File: src/sv/kws_pkg.sv
// ----------------------------------------------------------------------------
// kws_pkg
// Shared constants, types and the fixed pad table of the word scrambler.
// ----------------------------------------------------------------------------
package kws_pkg;

	localparam int unsigned WORD_W  = 32;
	localparam int unsigned COUNT_W = 3;
	localparam int unsigned INDEX_W = 4;
	localparam int unsigned ROT_W   = 5;

	localparam logic [WORD_W-1:0] WORD_ADD   = 32'h0015_C3E7;
	localparam logic [7:0]         BYTE_SUB   = 8'h37;
	localparam logic [3:0]         SHIFT_SEED = 4'd5;
	localparam logic [ROT_W-1:0]   SHIFT_BASE = 5'd8;

	typedef struct packed {
		logic [WORD_W-1:0] key;
		logic [ROT_W-1:0]  rot;
	} kws_cfg_t;

	function automatic logic [WORD_W-1:0] pad_rom(input logic [INDEX_W-1:0] idx);
		logic [WORD_W-1:0] w;
		case (idx)
			4'd0:    w = 32'h3A68_CDBF;
			4'd1:    w = 32'hD3C3_A711;
			4'd2:    w = 32'h8414_876E;
			4'd3:    w = 32'h657B_EFDB;
			4'd4:    w = 32'hCDD7_C125;
			4'd5:    w = 32'h0932_8580;
			4'd6:    w = 32'h288F_FEDD;
			4'd7:    w = 32'h99EB_F13A;
			4'd8:    w = 32'h5A47_1F95;
			4'd9:    w = 32'h1EA3_F4F1;
			4'd10:   w = 32'hF4FF_524E;
			4'd11:   w = 32'hD358_E8A9;
			4'd12:   w = 32'hC5B7_1015;
			4'd13:   w = 32'hA913_046F;
			4'd14:   w = 32'h2D6F_D2BD;
			default: w = 32'h68C8_BE19;
		endcase
		return w;
	endfunction

endpackage

File: src/sv/kws_key_reg.sv
// ----------------------------------------------------------------------------
// kws_key_reg
// Key register with the rotate amount derived once per key write.
// ----------------------------------------------------------------------------
module kws_key_reg
	import kws_pkg::*;
(
	input  logic              clk,
	input  logic              arst_n,
	input  logic              wr_en,
	input  logic [WORD_W-1:0] wr_data,
	output kws_cfg_t          cfg
);

	logic [3:0]  nib_x;
	kws_cfg_t    cfg_q;

	always_comb begin
		nib_x = SHIFT_SEED;
		for (int n = 0; n < 8; n++) begin
			nib_x = nib_x ^ wr_data[4*n +: 4];
		end
	end

	always_ff @(posedge clk or negedge arst_n) begin
		if (!arst_n) begin
			cfg_q.key <= '0;
			cfg_q.rot <= SHIFT_BASE ^ {1'b0, SHIFT_SEED};
		end else if (wr_en) begin
			cfg_q.key <= wr_data;
			cfg_q.rot <= SHIFT_BASE + {1'b0, nib_x};
		end
	end

	assign cfg = cfg_q;

endmodule

File: src/sv/kws_datapath.sv
// ----------------------------------------------------------------------------
// kws_datapath
// Combinational scramble of one word or tail and the next table index.
// ----------------------------------------------------------------------------
module kws_datapath
	import kws_pkg::*;
(
	input  kws_cfg_t           cfg,
	input  logic [INDEX_W-1:0] idx,
	input  logic [WORD_W-1:0]  data,
	input  logic [COUNT_W-1:0] count,
	input  logic               last,
	output logic [WORD_W-1:0]  result,
	output logic [INDEX_W-1:0] idx_next
);

	logic [2*WORD_W-1:0] dbl;
	logic [WORD_W-1:0]   rot_word;
	logic [WORD_W-1:0]   pad0, pad1, pad2;
	logic [7:0]          b0, b1, b2;
	logic [INDEX_W-1:0]  adv;

	always_comb begin
		dbl      = {data, data} << cfg.rot;
		rot_word = dbl[2*WORD_W-1:WORD_W];
		pad0     = pad_rom(idx) + cfg.key;
		pad1     = pad_rom(idx + INDEX_W'(1)) + cfg.key;
		pad2     = pad_rom(idx + INDEX_W'(2)) + cfg.key;
		b0       = (data[7:0]   - BYTE_SUB) ^ pad0[7:0];
		b1       = (data[15:8]  - BYTE_SUB) ^ pad1[11:4];
		b2       = (data[23:16] - BYTE_SUB) ^ pad2[15:8];

		if (count[2]) begin
			result = (rot_word + WORD_ADD) ^ pad0;
			adv    = INDEX_W'(1);
		end else begin
			result = '0;
			adv    = INDEX_W'(count[1:0]);
			case (count[1:0])
				2'd1:    result[7:0]  = b0;
				2'd2:    result[15:0] = {b1, b0};
				2'd3:    result[23:0] = {b2, b1, b0};
				default: result       = '0;
			endcase
		end

		idx_next = last ? '0 : idx + adv;
	end

endmodule

File: src/sv/keyed_word_scrambler_core.sv
// Pipeline: input register, then result register; out_valid rises once an accepted
// word has passed through both registers.
// Throughput: one word per cycle; the input side stalls only when both stages are full
// and out_ready is low.
// Reset: arst_n clears stage valids, table index and key (rotate amount 13).
// Key writes are taken in any cycle and must happen while the pipeline is empty.
// ----------------------------------------------------------------------------
// keyed_word_scrambler_core
// Keyed rotate/add/xor word scrambler with byte-wise tail handling.
// ----------------------------------------------------------------------------
module keyed_word_scrambler_core
	import kws_pkg::*;
(
	input  logic               clk,
	input  logic               arst_n,
	input  logic               cfg_valid,
	output logic               cfg_ready,
	input  logic [WORD_W-1:0]  cfg_data,
	input  logic               in_valid,
	output logic               in_ready,
	input  logic [WORD_W-1:0]  data_in,
	input  logic [COUNT_W-1:0] byte_count,
	input  logic               last_in,
	output logic               out_valid,
	input  logic               out_ready,
	output logic [WORD_W-1:0]  data_out,
	output logic [COUNT_W-1:0] byte_count_out,
	output logic               last_out
);

	kws_cfg_t           cfg;
	logic               valid_s1, valid_s2;
	logic [WORD_W-1:0]  data_s1, data_s2;
	logic [COUNT_W-1:0] count_s1, count_s2;
	logic               last_s1, last_s2;
	logic [INDEX_W-1:0] idx_q, idx_next;
	logic [WORD_W-1:0]  result;
	logic               adv_s1;

	assign cfg_ready = 1'b1;
	assign adv_s1    = valid_s1 && (!valid_s2 || out_ready);
	assign in_ready  = !valid_s1 || adv_s1;

	kws_key_reg u_key (
		.clk     (clk),
		.arst_n  (arst_n),
		.wr_en   (cfg_valid && cfg_ready),
		.wr_data (cfg_data),
		.cfg     (cfg)
	);

	kws_datapath u_dp (
		.cfg      (cfg),
		.idx      (idx_q),
		.data     (data_s1),
		.count    (count_s1),
		.last     (last_s1),
		.result   (result),
		.idx_next (idx_next)
	);

	always_ff @(posedge clk or negedge arst_n) begin
		if (!arst_n) begin
			valid_s1 <= 1'b0;
			valid_s2 <= 1'b0;
			idx_q    <= '0;
		end else begin
			if (in_ready) begin
				valid_s1 <= in_valid;
			end
			if (adv_s1) begin
				valid_s2 <= 1'b1;
				idx_q    <= idx_next;
			end else if (out_ready) begin
				valid_s2 <= 1'b0;
			end
		end
	end

	always_ff @(posedge clk) begin
		if (in_valid && in_ready) begin
			data_s1  <= data_in;
			count_s1 <= byte_count;
			last_s1  <= last_in;
		end
		if (adv_s1) begin
			data_s2  <= result;
			count_s2 <= count_s1;
			last_s2  <= last_s1;
		end
	end

	assign out_valid      = valid_s2;
	assign data_out       = data_s2;
	assign byte_count_out = count_s2;
	assign last_out       = last_s2;

endmodule

File: config.mk
export PLATFORM = sky130hd
export DESIGN_NAME = keyed_word_scrambler_core
export DESIGN_NICKNAME = d
export VERILOG_FILES = /design/src/sv/kws_pkg.sv /design/src/sv/kws_key_reg.sv /design/src/sv/kws_datapath.sv /design/src/sv/keyed_word_scrambler_core.sv
export SDC_FILE = /design/constraint.sdc
export NUM_CORES = 1
export LEC_CHECK = 0
export ABC_AREA = 1
export BUFFER_PORTS_ARGS = -buffer_cell sky130_fd_sc_hd__clkbuf_2
export CAP_MARGIN = 30
export CORE_UTILIZATION = 60
export DETAILED_ROUTE_END_ITERATION = 12
export PLACE_DENSITY = 0.77
export SLEW_MARGIN = 40
export SYNTH_ARGS = -nofsm -noshare
export SYNTH_HDL_FRONTEND = slang
export SYNTH_SLANG_ARGS = --single-unit
export TNS_END_PERCENT = 100
File: constraint.sdc
create_clock -name clk -period 8.6 [get_ports clk]
set_input_delay 0.43 -clock clk [delete_from_list [all_inputs] [get_ports clk]]
set_output_delay 0.43 -clock clk [all_outputs]
set_load 0.005 [all_outputs]
==> out/summary.txt, run 1 <==
Synth-to-Final Area Change = 9.815%
DRT Wirelength = 44,170 um
Final hold vios = 0
Post-synth EDFFs = 72
Fmax = 202.5 MHz
Dpl hpwl = 34,340 um
Relative slew slack = 44.75%
Filler instances = 1,822
Sequence of cells on the critical path = ha_1, inv_1, ha_1, clkinv_1, nor2_1, nand2_1, nand2_1, o32ai_1, ha_1, nand4_1, o221ai_1, a21oi_1, o21ai_0, o21ai_0, o21ai_1
Crit path DAT = 5090 ps
GR Util met1 = 57.77%
Die Area = 0.02112 mm^2
Post-Syn Nets = 1,988
RSZ-0062 raised after global routing = false
Critical Path Start Type = flip-flop
Syn Std Cell Area = 0.01233 mm^2
Main area contributors after synthesis = edfxtp_1 (18%), nand2_1 (16%), nand3_1 (11%), dfrtp_1 (8.1%), ha_1 (7.7%)
Ys Warns = 0
Initial antenna violation count = 0
Synthesized flop and latch total = 115
Chip width = 145.3 um
Tmin final = 4939 ps
Synth cell count leaders = nand2_1 (522), nand3_1 (279), inv_1 (124), a21oi_1 (113), nor2_1 (112)
Busiest layer in global routing = met2
Post-Syn Instances = 1,837
WP buf/inv = 2
Global-route wire length before repair = 68,740 um
Clock Sinks = 115
Max-cap violations = 0
Critical-path top delay cell = dfrtp_1
CTS buffer count = 17
Crit Path Max Fanout = 18
M2 GR Usage = 64.93%
Final setup fails = 0
Clk_lat worst skew = 440 ps
Unique cell type count in the Yosys netlist = 56
Initial DRC Count = 1,758
Crit end category = flip-flop
Synth async-reset ratio = 37.39%
Leak Pwr = 0.006549 uW
Num rows = 52
Hold Slack = 75.97 ps
Area leader, netlist = edfxtp_1
Routed vias = 13.58k
Routed wire per std cell = 20.14 um
DRC viols = 0
H-Tree Depth = 4
Worst-Margin Slew = 825.7 ps
Tot GR Track Use = 42.26%
Synth top area share = 17.54%
Final ANT Viol Nets = 0
Clock buffer depth = 2
GRT met3 Usage = 7.868%
Hold_buf cts = 0
Max-slew violations = 0
Synth Flop Type = edfxtp_1
CTS clock-pin slew for the worst setup and hold paths = 70 ps
Setup TNS = 0 ps
Drt pass-1 iters = 6
Required @ worst endpoint = 8750 ps
Root Driver = clkbuf_16
Slowest cell delay on critical path = 810 ps
Die height = 145.3 um
CTS tree = built
Sequential area share after synthesis = 26.30%
Cell Pwr Density = 501.3 mW/mm^2
Average vias per placed instance = 6.194
Diodes inserted = 0
Status = completed
Nets = 2,061
Initial Util = 61.12%
Gr ovfl total = 0
Peak supply drop = 277.5 uV
Delay-heaviest family, CP = adder cells
Clk_skew = 11.78 ps
PostCTS Resize Cnt = 0
Most frequent cell after synthesis = nand2_1
Core Footprint = 0.02017 mm^2
Share of cells above drive strength 1 = 13.26%
Vias in the first global route = 12.44k
Part of the cycle the worst path needs = 57.43%
Avg Inst Size Synth = 6.710 um^2
Maximum number of pins on one net before global-route repair = 46
Post-CTS setup repair buffer count = 0
Worst min-delay path class = in -> async
Crit path kind = reg -> reg
GPL Wtd Cong = 1.022
Port bufs = 110
Most used cell, CP = ha_1
Number of top-level pins = 112
[registers in the layout, indices dropped and copies added, names as in the netlist]
name            flops
u_key.cfg          37
last_out            1
valid_s1            1
data_s1            32
out_valid           1
last_s1             1
byte_count_out      3
count_s1            3
data_out           32
idx_q               4
[placed cells by master, fill, tap and decap left out, drive strengths merged, types with 2 or more instances in the layout]
master    instances
o31ai             5
clkinvlp          3
o21bai            7
nor2            121
a311oi            2
xnor2            44
dfrtp            40
a21o              2
nand3           285
a22oi             3
inv             153
ha               76
or2               5
fa                2
nand4            11
a221oi            3
a21boi            3
nor4              4
nand3b            6
nand2           578
xor2             77
nor3             14
a31oi             6
clkinv            3
dfstp             3
a21oi           113
edfxtp           72
a211oi            5
o211ai            7
clkbuf          127
o22ai            13
o21ai           110
o32ai             2
buf               9
o21a              4
[per-layer routing]
layer,routed length [um],share of wire [%],vias up
met3,4647,11,153
li1,-,-,6353
met5,0,0,-
met4,2015,4.6,0
met2,19380,44,832
met1,18130,41,6246
[cell families after synthesis]
logic type	Yosys count	share of synthesized area (%)
simple gates	1025	36.86
flops	115	26.30
other cells	1	0.03042
fa+ha+maj	78	8.039
buf+inv	210	7.176
compound gates	287	13.00
xor+xnor	121	8.597
[metrics by stage]
step | area, um^2 | setup slack [ps] | utilization, % | power [uW] | instances
after global placement | 12950 | 3984 | 64.21 | 5741 | 2161
after CTS | 13540 | 3844 | 67.12 | 6603 | 2193
after detailed placement | 12950 | 3892 | 64.21 | 5816 | 2161
final | 13540 | 3661 | 67.12 | 6786 | 2193
after floorplan | 12330 | 4735 | - | 4556 | 1837
after global routing | 13540 | 3302 | 67.12 | 7277 | 2193
[area by class of cell]
type                    instances  area [um^2]  area share (%)
multi-input cells            1512         8200           60.58
flip-flops and latches        115         3242           23.95
repair buffers                119        618.1           4.566
inverters                     145        551.8           4.076
clock buffers                  17        425.4           3.143
well taps                     270        337.8           2.496
clock inverters                15        161.4           1.192
[worst register-to-register path, delay by kind of cell, from the launching register on]
family	cells	cell delay, ps
compound gates	6	1310
flops	1	810
fa+ha+maj	3	1380
simple gates	4	660
buf+inv	2	490
[report_power, final]
group	total (uW)	switching [uW]	leakage [uW]	internal [uW]
clock network	750	338	0.000282	413
logic	5080	3410	0.00505	1670
registers	959	167	0.00122	792
total	6790	3910	0.00655	2870
[final timing paths]
path,from,endpoint,slack (ps),depth (start not counted)
worst max-delay path,idx_q[1]$_DFFE_PN0P_,data_out[15]$_DFFE_PP_,3660,15
worst min-delay path,arst_n,u_key.cfg[32]$_DFFE_PN0P_,80,2
worst max register to register,idx_q[1]$_DFFE_PN0P_,data_out[15]$_DFFE_PP_,3660,15
worst min register to register,count_s1[0]$_DFFE_PP_,byte_count_out[0]$_DFFE_PP_,450,0
max in group asynchronous,arst_n,u_key.cfg[4]$_DFFE_PN0P_,8070,2
min in group clk,data_in[28],data_s1[28]$_DFFE_PP_,160,1
Note: power is estimated with default switching activity, not from simulation.
==> inputs of run 2 (changes only) <==
Settings changed: CORE_UTILIZATION 60 to 56, PLACE_DENSITY 0.77 to 0.76.
Clock period 8.6 ns to 4.5 ns, I/O delays scaled along.
==> out/summary.txt, run 2 (synthesis results as in run 1) <==
Routed vias = 13.56k (-0.20%)
Average vias per placed instance = 6.028 (-2.7%)
Drt pass-1 iters = 8 (+2)
Tot GR Track Use = 39.10% (-3.2 points)
Root Driver = clkbuf_16
Port bufs = 110 (unchanged)
DRT Wirelength = 44,020 um (-0.34%)
Dpl hpwl = 34,020 um (-0.94%)
Num rows = 53 (+1.9%)
Diodes inserted = 0 (unchanged)
Filler instances = 1,895 (+4.0%)
Vias in the first global route = 12.02k (-3.4%)
Internal power = 5684 uW (+98%)
Clock buffer depth = 2 (unchanged)
Fmax = 232.7 MHz (+15%)
Sequential power share = 13.3% (-0.8 points)
Commonest non-fill, non-tap cells in the layout = nand2_1 (522), nand3_1 (279), inv_1 (123), a21oi_1 (113), nor2_1 (112)
Most used cell, CP = ha_1
Clock Sinks = 115 (unchanged)
Crit end category = flip-flop
Part of the cycle the worst path needs = 95.49% (+38 points)
Critical Path Start Type = flip-flop
Relative slew slack = 47.17% (+2.4 points)
Status = completed
GPL Wtd Cong = 1.013 (-0.85%)
DRC viols = 0 (unchanged)
Clk_skew = 16.71 ps (+4.934 ps)
Initial antenna violation count = 1 (+1)
Post-CTS setup repair buffer count = 0 (unchanged)
Crit path DAT = 4470 ps (-620 ps)
Synth-to-Final Area Change = 13.97%
CTS clock-pin slew for the worst setup and hold paths = 70 ps (about the same)
Hold Slack = 16.24 ps (-59.74 ps)
Leak Pwr = 0.006777 uW (+3.5%)
Net Sw Power = 7452 uW (+90%)
Final hold vios = 0 (unchanged)
Final ANT Viol Nets = 0 (unchanged)
Cell Pwr Density = 935.0 mW/mm^2 (+87%)
Die height = 150.4 um (+3.5%)
Max-slew violations = 0 (unchanged)
Sequence of cells on the critical path = buf_4, ha_1, inv_1, ha_1, clkinvlp_4, nor2_1, nand2_1, nand2_1, o32ai_1, ha_1, nand4_1, o221ai_1, a21oi_1, o21bai_1, or2_2, nand3_1, o21ai_0
Tmin final = 4297 ps (-641.7 ps)
Slowest cell delay on critical path = 500 ps (-310 ps)
Final setup fails = 0 (unchanged)
Crit Path Max Fanout = 18 (unchanged)
Peak supply drop = 470.0 uV (+69%)
Setup TNS = 0 ps (unchanged)
Required @ worst endpoint = 4670 ps (-4080 ps)
Comb pwr share = 75.4% (+0.6 points)
Most common cell after layout, fill and taps aside = nand2_1
Worst-Margin Slew = 784.1 ps (-41.61 ps)
Worst min-delay path class = in -> reg
Share of cells above drive strength 1 = 13.78% (+0.52 points)
Max-cap violations = 0 (unchanged)
CTS tree = built
Clk_lat worst skew = 440 ps (about the same)
Clock network fraction of total power = 11.2% (about the same)
Maximum number of pins on one net before global-route repair = 46 (unchanged)
Crit path kind = reg -> reg
Chip width = 150.4 um (+3.5%)
Max reg flops = 37 (unchanged)
Die Area = 0.02261 mm^2 (+7.0%)
Initial Util = 57.91% (-3.2 points)
CTS buffer count = 17 (unchanged)
H-Tree Depth = 4 (unchanged)
Fin util = 66.00% (-1.1 points)
Nets = 2,112 (+2.5%)
Global-route wire length before repair = 65,820 um (-4.2%)
Critical-path top delay cell = ha_1
RSZ-0062 raised after global routing = false
Core Footprint = 0.02129 mm^2 (+5.5%)
Gr ovfl total = 0 (unchanged)
Number of top-level pins = 112 (unchanged)
Routed wire per std cell = 19.57 um (-2.8%)
Initial DRC Count = 1,751 (-0.40%)
Sw Share = 56.73% (-0.94 points)
[run 2: cell count changes in the layout (fill, tap and decap cells not counted), moves of 3 or more]
cell	change
dlygate4sd3_1	+37
buf_4	+14
inv_8	-5
clkinv_4	+3
[run 2: critical path, delay by kind of cell, from the launching register on]
family | cells | cell delay, ps
AND/OR/NAND/NOR | 6 | 1040
buffers and inverters | 3 | 630
adder cells (fa/ha/maj) | 3 | 1230
flip-flops | 1 | 340
AO/OA/AOI/OAI | 5 | 780
[run 2: cell type report]
| type | count | area [um^2] | area share, % |
|---|---|---|---|
| Sequential cell | 115 | 3243 | 23.09 |
| Tap cell | 275 | 344.1 | 2.449 |
| Clock inverter | 14 | 178.9 | 1.274 |
| Inverter | 145 | 556.8 | 3.963 |
| Clock buffer | 18 | 429.2 | 3.055 |
| Multi-Input combinational cell | 1512 | 8203 | 58.39 |
| Timing Repair Buffer | 170 | 1094 | 7.784 |
[run 2: routing by layer]
layer	up-vias	share of wire, %	global-route usage (%)
met5	-	0.030	0
met1	6186	40	52.34
li1	6429	-	-
met2	806	44	61.29
met3	134	11	7.667
met4	2	4.2	16.36
[run 2: worst paths after layout]
check,end,cells after the start,from,slack [ps]
setup / recovery,data_out[14]$_DFFE_PP_,17,idx_q[0]$_DFFE_PN0P_,200
hold reg to reg,byte_count_out[0]$_DFFE_PP_,0,count_s1[0]$_DFFE_PP_,450
max in group asynchronous,idx_q[1]$_DFFE_PN0P_,3,arst_n,3570
setup reg to reg,data_out[14]$_DFFE_PP_,17,idx_q[0]$_DFFE_PN0P_,200
hold / removal,u_key.cfg[11]$_DFFE_PN0P_,3,cfg_data[6],20
min in group asynchronous,u_key.cfg[35]$_DFFE_PN0P_,3,arst_n,450
[run 2: what timing repair did]
item,CTS,global route
hold buffers,37,0
hold endpoints to repair,76,0
resized for setup,0,3
endpoints found under the setup margin,0,9
[run 2: per-stage QoR]
stage / power (uW) / cells / setup WS [ps] / instance area [um^2]
detailed placement: 11260 / 2180 / 297.2 / 13060
finish: 13140 / 2249 / 203.1 / 14050
global route: 14090 / 2249 / 2.389 / 14050
floorplan: 8706 / 1837 / 635.5 / 12330
CTS: 12820 / 2249 / 257.4 / 14040
global placement: 11190 / 2180 / 305.6 / 13060
[run 2: power by group through the flow]
| stage | Combinational [uW] | Sequential, uW | Clock, uW |
|---|---|---|---|
| after floorplan | 7050 | 1660 | 0 |
| after global placement | 9440 | 1760 | 0 |
| after detailed placement | 9500 | 1760 | 0 |
| after CTS | 9610 | 1740 | 1470 |
| after global routing | 10800 | 1770 | 1510 |
| final | 9910 | 1750 | 1470 |
